$ cat src/sv/erll_pkg.sv
// Shared types and constants for the extent run list lookup unit.
package erll_pkg;

    localparam int VCN_W   = 64;
    localparam int BYTE_W  = 8;
    localparam int CNT_W   = 4;
    localparam int LANES   = VCN_W / BYTE_W;

    localparam logic [CNT_W-1:0] NIBBLE_MASK = 4'hf;

    typedef enum logic [3:0] {
        PH_IDLE   = 4'b0001,
        PH_HEADER = 4'b0010,
        PH_LENGTH = 4'b0100,
        PH_DELTA  = 4'b1000
    } phase_t;

endpackage

$ cat src/sv/extent_run_list_lookup_unit.sv
// Extent run list lookup: decodes a run list word by word and locates a target cluster.
// Throughput: one input word per cycle, held while a result word waits on m_ready; the
// per-word decode, the run accumulate and the hit test sit between the input register and
// the result register, and only a word that ends a lookup loads the result on the m_ side.
// Reset: synchronous, active low; the unit returns to idle and waits for a start word,
// and no result word is pending.
module extent_run_list_lookup_unit (
    input  logic                        aclk,
    input  logic                        aresetn,
    input  logic                        s_valid,
    output logic                        s_ready,
    input  logic                        s_list_start,
    input  logic [erll_pkg::BYTE_W-1:0] s_run_byte,
    input  logic [erll_pkg::VCN_W-1:0]  s_target_vcn,
    input  logic [erll_pkg::VCN_W-1:0]  s_low_vcn,
    input  logic [erll_pkg::VCN_W-1:0]  s_high_vcn,
    output logic                        m_valid,
    input  logic                        m_ready,
    output logic                        m_found,
    output logic [erll_pkg::VCN_W-1:0]  m_physical_cluster,
    output logic [erll_pkg::VCN_W-1:0]  m_clusters_left
);
    import erll_pkg::*;

    logic               in_valid_reg;
    logic               in_start_reg;
    logic [BYTE_W-1:0]  in_byte_reg;
    logic [VCN_W-1:0]   in_target_reg;
    logic [VCN_W-1:0]   in_low_reg;
    logic [VCN_W-1:0]   in_high_reg;

    phase_t             phase_reg, phase_next;
    logic [CNT_W-1:0]   length_bytes_reg, length_bytes_next;
    logic [CNT_W-1:0]   delta_bytes_reg, delta_bytes_next;
    logic [CNT_W-1:0]   byte_pos_reg, byte_pos_next;
    logic [VCN_W-1:0]   run_length_reg, run_length_next;
    logic [VCN_W-1:0]   delta_acc_reg, delta_acc_next;
    logic [VCN_W-1:0]   cluster_sum_reg, cluster_sum_next;
    logic [VCN_W-1:0]   base_vcn_reg, base_vcn_next;
    logic [VCN_W-1:0]   wanted_vcn_reg, wanted_vcn_next;
    logic [VCN_W-1:0]   offset_reg, offset_next;
    logic               base_le_reg, base_le_next;

    logic               m_valid_reg;
    logic               m_found_reg, m_found_next;
    logic [VCN_W-1:0]   m_lcn_reg, m_lcn_next;
    logic [VCN_W-1:0]   m_left_reg, m_left_next;

    logic               go;
    logic               emit;
    logic               finish;
    logic               do_header;
    logic [VCN_W-1:0]   len_full;
    logic [VCN_W-1:0]   delta_full;
    logic [CNT_W-1:0]   pos_inc;
    logic [CNT_W-1:0]   hdr_len;
    logic [CNT_W-1:0]   hdr_delta;

    assign go      = in_valid_reg && (!m_valid_reg || m_ready);
    assign s_ready = !in_valid_reg || go;

    assign pos_inc   = byte_pos_reg + CNT_W'(1);
    assign hdr_len   = in_byte_reg[CNT_W-1:0] & NIBBLE_MASK;
    assign hdr_delta = in_byte_reg[BYTE_W-1:CNT_W] & NIBBLE_MASK;

    always_comb begin
        len_full   = run_length_reg;
        delta_full = delta_acc_reg;
        for (int i = 0; i < LANES; i++) begin
            if (phase_reg == PH_LENGTH && byte_pos_reg == CNT_W'(i)) begin
                len_full[BYTE_W*i +: BYTE_W] = in_byte_reg;
            end
            if (phase_reg == PH_DELTA && byte_pos_reg == CNT_W'(i)) begin
                delta_full[BYTE_W*i +: BYTE_W] = in_byte_reg;
            end
        end
        if (phase_reg == PH_DELTA && pos_inc >= delta_bytes_reg &&
            delta_bytes_reg < CNT_W'(LANES) && in_byte_reg[BYTE_W-1]) begin
            for (int i = 0; i < LANES; i++) begin
                if (CNT_W'(i) >= delta_bytes_reg) begin
                    delta_full[BYTE_W*i +: BYTE_W] = '1;
                end
            end
        end
    end

    always_comb begin
        phase_next        = phase_reg;
        length_bytes_next = length_bytes_reg;
        delta_bytes_next  = delta_bytes_reg;
        byte_pos_next     = byte_pos_reg;
        run_length_next   = run_length_reg;
        delta_acc_next    = delta_acc_reg;
        cluster_sum_next  = cluster_sum_reg;
        base_vcn_next     = base_vcn_reg;
        wanted_vcn_next   = wanted_vcn_reg;
        offset_next       = wanted_vcn_reg - base_vcn_reg;
        base_le_next      = base_vcn_reg <= wanted_vcn_reg;
        emit              = 1'b0;
        finish            = 1'b0;
        do_header         = 1'b0;
        m_found_next      = 1'b0;
        m_lcn_next        = '0;
        m_left_next       = '0;

        if (go) begin
            if (in_start_reg) begin
                wanted_vcn_next  = in_target_reg;
                cluster_sum_next = '0;
                base_vcn_next    = in_low_reg;
                offset_next      = in_target_reg - in_low_reg;
                base_le_next     = 1'b1;
                if (in_target_reg < in_low_reg || in_target_reg > in_high_reg) begin
                    emit       = 1'b1;
                    phase_next = PH_IDLE;
                end else begin
                    do_header = 1'b1;
                end
            end else begin
                unique case (phase_reg)
                    PH_IDLE: begin
                    end
                    PH_HEADER: begin
                        do_header = 1'b1;
                    end
                    PH_LENGTH: begin
                        run_length_next = len_full;
                        byte_pos_next   = pos_inc;
                        if (pos_inc >= length_bytes_reg) begin
                            byte_pos_next = '0;
                            if (delta_bytes_reg != '0) begin
                                phase_next = PH_DELTA;
                            end else begin
                                finish = 1'b1;
                            end
                        end
                    end
                    PH_DELTA: begin
                        delta_acc_next = delta_full;
                        byte_pos_next  = pos_inc;
                        if (pos_inc >= delta_bytes_reg) begin
                            byte_pos_next = '0;
                            finish        = 1'b1;
                        end
                    end
                    default: begin
                    end
                endcase
            end

            // A nonzero header always has at least one length or delta byte to follow.
            if (do_header) begin
                if (in_byte_reg == '0) begin
                    emit       = 1'b1;
                    phase_next = PH_IDLE;
                end else begin
                    length_bytes_next = hdr_len;
                    delta_bytes_next  = hdr_delta;
                    byte_pos_next     = '0;
                    run_length_next   = '0;
                    delta_acc_next    = '0;
                    phase_next        = (hdr_len != '0) ? PH_LENGTH : PH_DELTA;
                end
            end

            if (finish) begin
                cluster_sum_next = cluster_sum_reg + delta_full;
                if (base_le_reg && offset_reg < len_full) begin
                    emit         = 1'b1;
                    phase_next   = PH_IDLE;
                    m_found_next = 1'b1;
                    m_lcn_next   = (delta_full == '0) ? '0 :
                                   cluster_sum_reg + delta_full + offset_reg;
                    m_left_next  = len_full - offset_reg;
                end else begin
                    base_vcn_next = base_vcn_reg + len_full;
                    phase_next    = PH_HEADER;
                end
            end
        end
    end

    always_ff @(posedge aclk) begin
        if (!aresetn) begin
            in_valid_reg     <= 1'b0;
            phase_reg        <= PH_IDLE;
            length_bytes_reg <= '0;
            delta_bytes_reg  <= '0;
            byte_pos_reg     <= '0;
            run_length_reg   <= '0;
            delta_acc_reg    <= '0;
            cluster_sum_reg  <= '0;
            base_vcn_reg     <= '0;
            wanted_vcn_reg   <= '0;
            m_valid_reg      <= 1'b0;
        end else begin
            if (s_ready) begin
                in_valid_reg <= s_valid;
            end
            phase_reg        <= phase_next;
            length_bytes_reg <= length_bytes_next;
            delta_bytes_reg  <= delta_bytes_next;
            byte_pos_reg     <= byte_pos_next;
            run_length_reg   <= run_length_next;
            delta_acc_reg    <= delta_acc_next;
            cluster_sum_reg  <= cluster_sum_next;
            base_vcn_reg     <= base_vcn_next;
            wanted_vcn_reg   <= wanted_vcn_next;
            if (go && emit) begin
                m_valid_reg <= 1'b1;
            end else if (m_ready) begin
                m_valid_reg <= 1'b0;
            end
        end
    end

    always_ff @(posedge aclk) begin
        if (s_valid && s_ready) begin
            in_start_reg  <= s_list_start;
            in_byte_reg   <= s_run_byte;
            in_target_reg <= s_target_vcn;
            in_low_reg    <= s_low_vcn;
            in_high_reg   <= s_high_vcn;
        end
        offset_reg  <= offset_next;
        base_le_reg <= base_le_next;
        if (go && emit) begin
            m_found_reg <= m_found_next;
            m_lcn_reg   <= m_lcn_next;
            m_left_reg  <= m_left_next;
        end
    end

    assign m_valid            = m_valid_reg;
    assign m_found            = m_found_reg;
    assign m_physical_cluster = m_lcn_reg;
    assign m_clusters_left    = m_left_reg;

    a_miss_zero: assert property (@(posedge aclk) disable iff (!aresetn)
        m_valid_reg && !m_found_reg |-> m_lcn_reg == '0 && m_left_reg == '0)
        else $error("miss word carries a nonzero cluster or count");

    a_hit_left: assert property (@(posedge aclk) disable iff (!aresetn)
        m_valid_reg && m_found_reg |-> m_left_reg != '0)
        else $error("hit word reports no clusters left");

    a_emit_idle: assert property (@(posedge aclk) disable iff (!aresetn)
        go && emit |=> phase_reg == PH_IDLE && m_valid_reg)
        else $error("result did not leave the unit idle with a word pending");

    a_len_pos: assert property (@(posedge aclk) disable iff (!aresetn)
        phase_reg == PH_LENGTH |-> byte_pos_reg < length_bytes_reg)
        else $error("length byte position past the length field");

    a_delta_pos: assert property (@(posedge aclk) disable iff (!aresetn)
        phase_reg == PH_DELTA |-> byte_pos_reg < delta_bytes_reg)
        else $error("delta byte position past the delta field");

endmodule
$ cat config.mk
export PLATFORM = sky130hd
export DESIGN_NAME = extent_run_list_lookup_unit
export DESIGN_NICKNAME = d
export VERILOG_FILES = /design/src/sv/erll_pkg.sv /design/src/sv/extent_run_list_lookup_unit.sv
export SDC_FILE = /design/constraint.sdc
export NUM_CORES = 2
export LEC_CHECK = 0
export BUFFER_PORTS_ARGS = -buffer_cell sky130_fd_sc_hd__buf_2
export CORE_UTILIZATION = 25
export CTS_CLUSTER_SIZE = 10
export DETAILED_ROUTE_END_ITERATION = 10
export PLACE_DENSITY = 0.39
export SYNTH_ARGS = -nofsm -noshare
export SYNTH_HDL_FRONTEND = slang
export SYNTH_SLANG_ARGS = --single-unit
$ cat constraint.sdc
create_clock -name aclk -period 11.9 [get_ports aclk]
set_input_delay 1.785 -clock aclk [delete_from_list [all_inputs] [get_ports aclk]]
set_output_delay 1.785 -clock aclk [all_outputs]
set_load 0.05 [all_outputs]
==> results.py <==
metrics = {
    "pwr": {
        "p_total_w": 0.00779,
        "vdd_drop_max_uv": 107,
        "power.leakage_nw": 26.3,
        "pwr_density_cell_mw_per_mm2": 130,
    },
    "sta": {
        "report.final.slew_viol_count": 0,
        "min_period_over_period": 0.810,
        "setup_viol_count_final": 0,
        "rsz0062_at_grt": "false",
        "worst_pin_slew_ns": 1.27,
        "slew_headroom": 0.154,
        "final-hold-violation-count": 0,
        "timing.fmax_mhz": 104,
        "hold_ws_ns": 0.465,
        "worst_slack_ns": 2.26,
        "skew_ns": 0.0252,
        "setup-tns-final_ns": 0,
        "finalCriticalPeriod_ns": 9.64,
    },
    "run": {
        "max_cap_violations": 0,
    },
    "critical_path": {
        "crit_path_start_kind": "register",
        "end_kind": "register",
        "rr_endpoint": "m_physical_cluster[63]$_SDFFCE_PP0P_",
        "worstPathArrival_ns": 10.11,
        "critPathKind": "reg -> reg",
        "slowest_stage": "o41ai_1",
        "required_ns": 12.37,
        "worstPathMaxFanout": 11,
        "rrSetupSlack_ns": 2.26,
        "r2r_start": "byte_pos_reg[0]$_SDFFE_PN0P_",
        "critPathMaxStageDelay_ns": 0.76,
        "cp_common_cell": "a21o_1",
        "rr_worst_depth": 33,
    },
    "worst_hold_path": {
        "holdPathStages": 2,
        "worstHoldEndpoint": "length_bytes_reg[2]$_SDFFE_PN0P_",
        "hp-class": "reg -> reg",
        "hp-start": "length_bytes_reg[2]$_SDFFE_PN0P_",
    },
    "clocking": {
        "postCtsHoldBufs": 0,
        "ctsResizeCount": 0,
        "cts_buffer_depth": 3,
        "cts_root_buffer": "clkbuf_16",
        "cts_tree": "yes",
        "cts-htree-levels": 3,
        "cts_buffers": 99,
        "worstSkewPairLatency_ns": 0.76,
        "path_clk_slew_ns": 0.06,
        "postCtsSetupBuffers": 0,
        "clock-sinks": 733,
    },
    "synthesis": {
        "yosys_warnings": 0,
        "synth_area_leader_cell": "edfxtp_1",
        "synth_seq_cells": 733,
        "synth_nets": 6879,
        "syn-instance-count": 6201,
        "synth.most_common_cell": "nand2_1",
        "synth_edf_count": 330,
        "synthDominantCellAreaShare": 0.189,
        "syn_area_sq_mm": 0.0524,
        "synth_ff_type": "dfxtp_1",
        "synth_area_leaders": "edfxtp_1 (19%), dfxtp_1 (15%), ha_1 (11%), nand2_1 (4.5%), a21oi_1 (4.3%)",
        "synth-async-reset-ratio": 0,
        "ys_types": 98,
        "yosys-top-cells-count": "nand2_1 (622), nor2_1 (573), ha_1 (467)",
        "seq_area_frac_synth": 0.343,
        "syn_area_per_cell_sq_um": 8.46,
    },
    "place": {
        "finalWeightedCongestion": 0.877,
        "dp_hpwl_mm": 159,
        "port_buffers": 335,
        "post-place-ws_ns": 2.38,
    },
    "global_route": {
        "grt_usage": 0.189,
        "grt_pass1_vias": 44900,
        "grt_overflow": 0,
        "grt_max_degree": 133,
        "antenna_found_initial": 22,
        "grt_pass1_wl_mm": 300,
    },
    "floorplan": {
        "start_util": 0.252,
        "fp.dieW_um": 460,
        "num_rows": 167,
        "die_h_um": 460,
        "die_area_sq_mm": 0.212,
        "ioPinCount": 336,
        "coreArea_sq_mm": 0.208,
    },
    "layout": {
        "drive_gt1_frac": 0.110,
        "register_area_sq_mm": 0.0180,
        "multi_input_comb_area_sq_mm": 0.0320,
        "nets": 7048,
        "area_growth_pct": 14.4,
        "nFillCells": 22400,
    },
    "routing": {
        "firstDrtPassIters": 5,
        "vias": 46400,
        "drt_wl_total_mm": 206,
        "vias_per_cell": 5.03,
        "drt_iter0_drc": 3158,
        "drtAntennaViolNets": 0,
        "drc_errors": 0,
        "avgRoutedWirePerCell_um": 22.3,
    },
    "run_status": {
        "outcome": "finished clean",
    },
}
-- layout make-up --
cell class              instances  area share
flip-flops and latches        733       0.300
clock inverters                51     0.00853
diodes                          3    0.000125
well taps                    2788      0.0582
clock buffers                 123      0.0440
inverters                     342      0.0214
repair buffers                387      0.0348
multi-input cells            4807       0.533
-- cells in the final DEF, fill, tap and decap left out, types with 53 or more instances in the layout --
cell type,n
nand4_1,102
o21bai_1,54
nand3_1,224
xor2_1,158
mux2_2,62
inv_1,342
nor2b_1,121
edfxtp_1,330
o21ai_0,337
nor2_1,572
clkbuf_16,100
a31oi_1,59
nor3_1,150
a21boi_0,80
o21a_1,61
xnor2_1,193
dfxtp_1,403
a311oi_1,77
nand2_1,619
ha_1,467
a21o_1,297
buf_2,334
a21oi_1,453
nand2b_1,53
-- worst max-delay path: cells and delay by family (launching register included) --
family | cells | cell delay (ns)
AO/OA/AOI/OAI | 17 | 4.19
XOR/XNOR | 3 | 0.58
adder cells (fa/ha/maj) | 4 | 1.41
AND/OR/NAND/NOR | 9 | 2.75
flip-flops | 1 | 0.43
-- logic make-up after synthesis --
group	count (synthesis)	synth area share
XOR/XNOR	352	0.0591
buffers and inverters	661	0.0493
AND/OR/NAND/NOR	2092	0.189
adder cells (fa/ha/maj)	473	0.114
multiplexers	87	0.0181
AO/OA/AOI/OAI	1803	0.228
flip-flops	733	0.343
-- through the flow --
stage          utilization  area, sq um  cells
2_1_floorplan            -        52400   6201
3_3_place_gp         0.274        56800   9057
3_5_place_dp         0.274        56800   9057
4_1_cts              0.289        60000   9231
5_1_grt              0.289        60000   9232
6_report             0.289        60000   9234
-- where the power goes --
group	leakage [nW]	internal (W)	total [W]	switching, W
clock	1.55	0.00172	0.00299	0.00127
combinational	18.1	0.000617	0.00176	0.00114
sequential	6.72	0.00277	0.00304	0.000263
total	26.3	0.00511	0.00779	0.00268
-- worst max-delay path by stage --
stage | start | to | cells after the start
CTS | byte_pos_reg[0]$_SDFFE_PN0P_ | m_physical_cluster[57]$_SDFFCE_PP0P_ | 32
global route | byte_pos_reg[0]$_SDFFE_PN0P_ | m_physical_cluster[57]$_SDFFCE_PP0P_ | 33
global placement | byte_pos_reg[0]$_SDFFE_PN0P_ | m_physical_cluster[57]$_SDFFCE_PP0P_ | 33
detailed placement | byte_pos_reg[0]$_SDFFE_PN0P_ | m_physical_cluster[57]$_SDFFCE_PP0P_ | 31
finish | byte_pos_reg[0]$_SDFFE_PN0P_ | m_physical_cluster[63]$_SDFFCE_PP0P_ | 33
floorplan | byte_pos_reg[0]$_SDFFE_PN0P_ | m_physical_cluster[56]$_SDFFCE_PP0P_ | 36
-- metal layers --
| layer | up-vias | share of wire | track usage |
|---|---|---|---|
| li1 | 22900 | - | - |
| met1 | 22200 | 0.51 | 0.284 |
| met2 | 1177 | 0.42 | 0.279 |
| met3 | 234 | 0.047 | 0.0248 |
| met4 | 12 | 0.024 | 0.0472 |
| met5 | - | 0.00036 | 0 |
(Power assumes the default switching activity.)
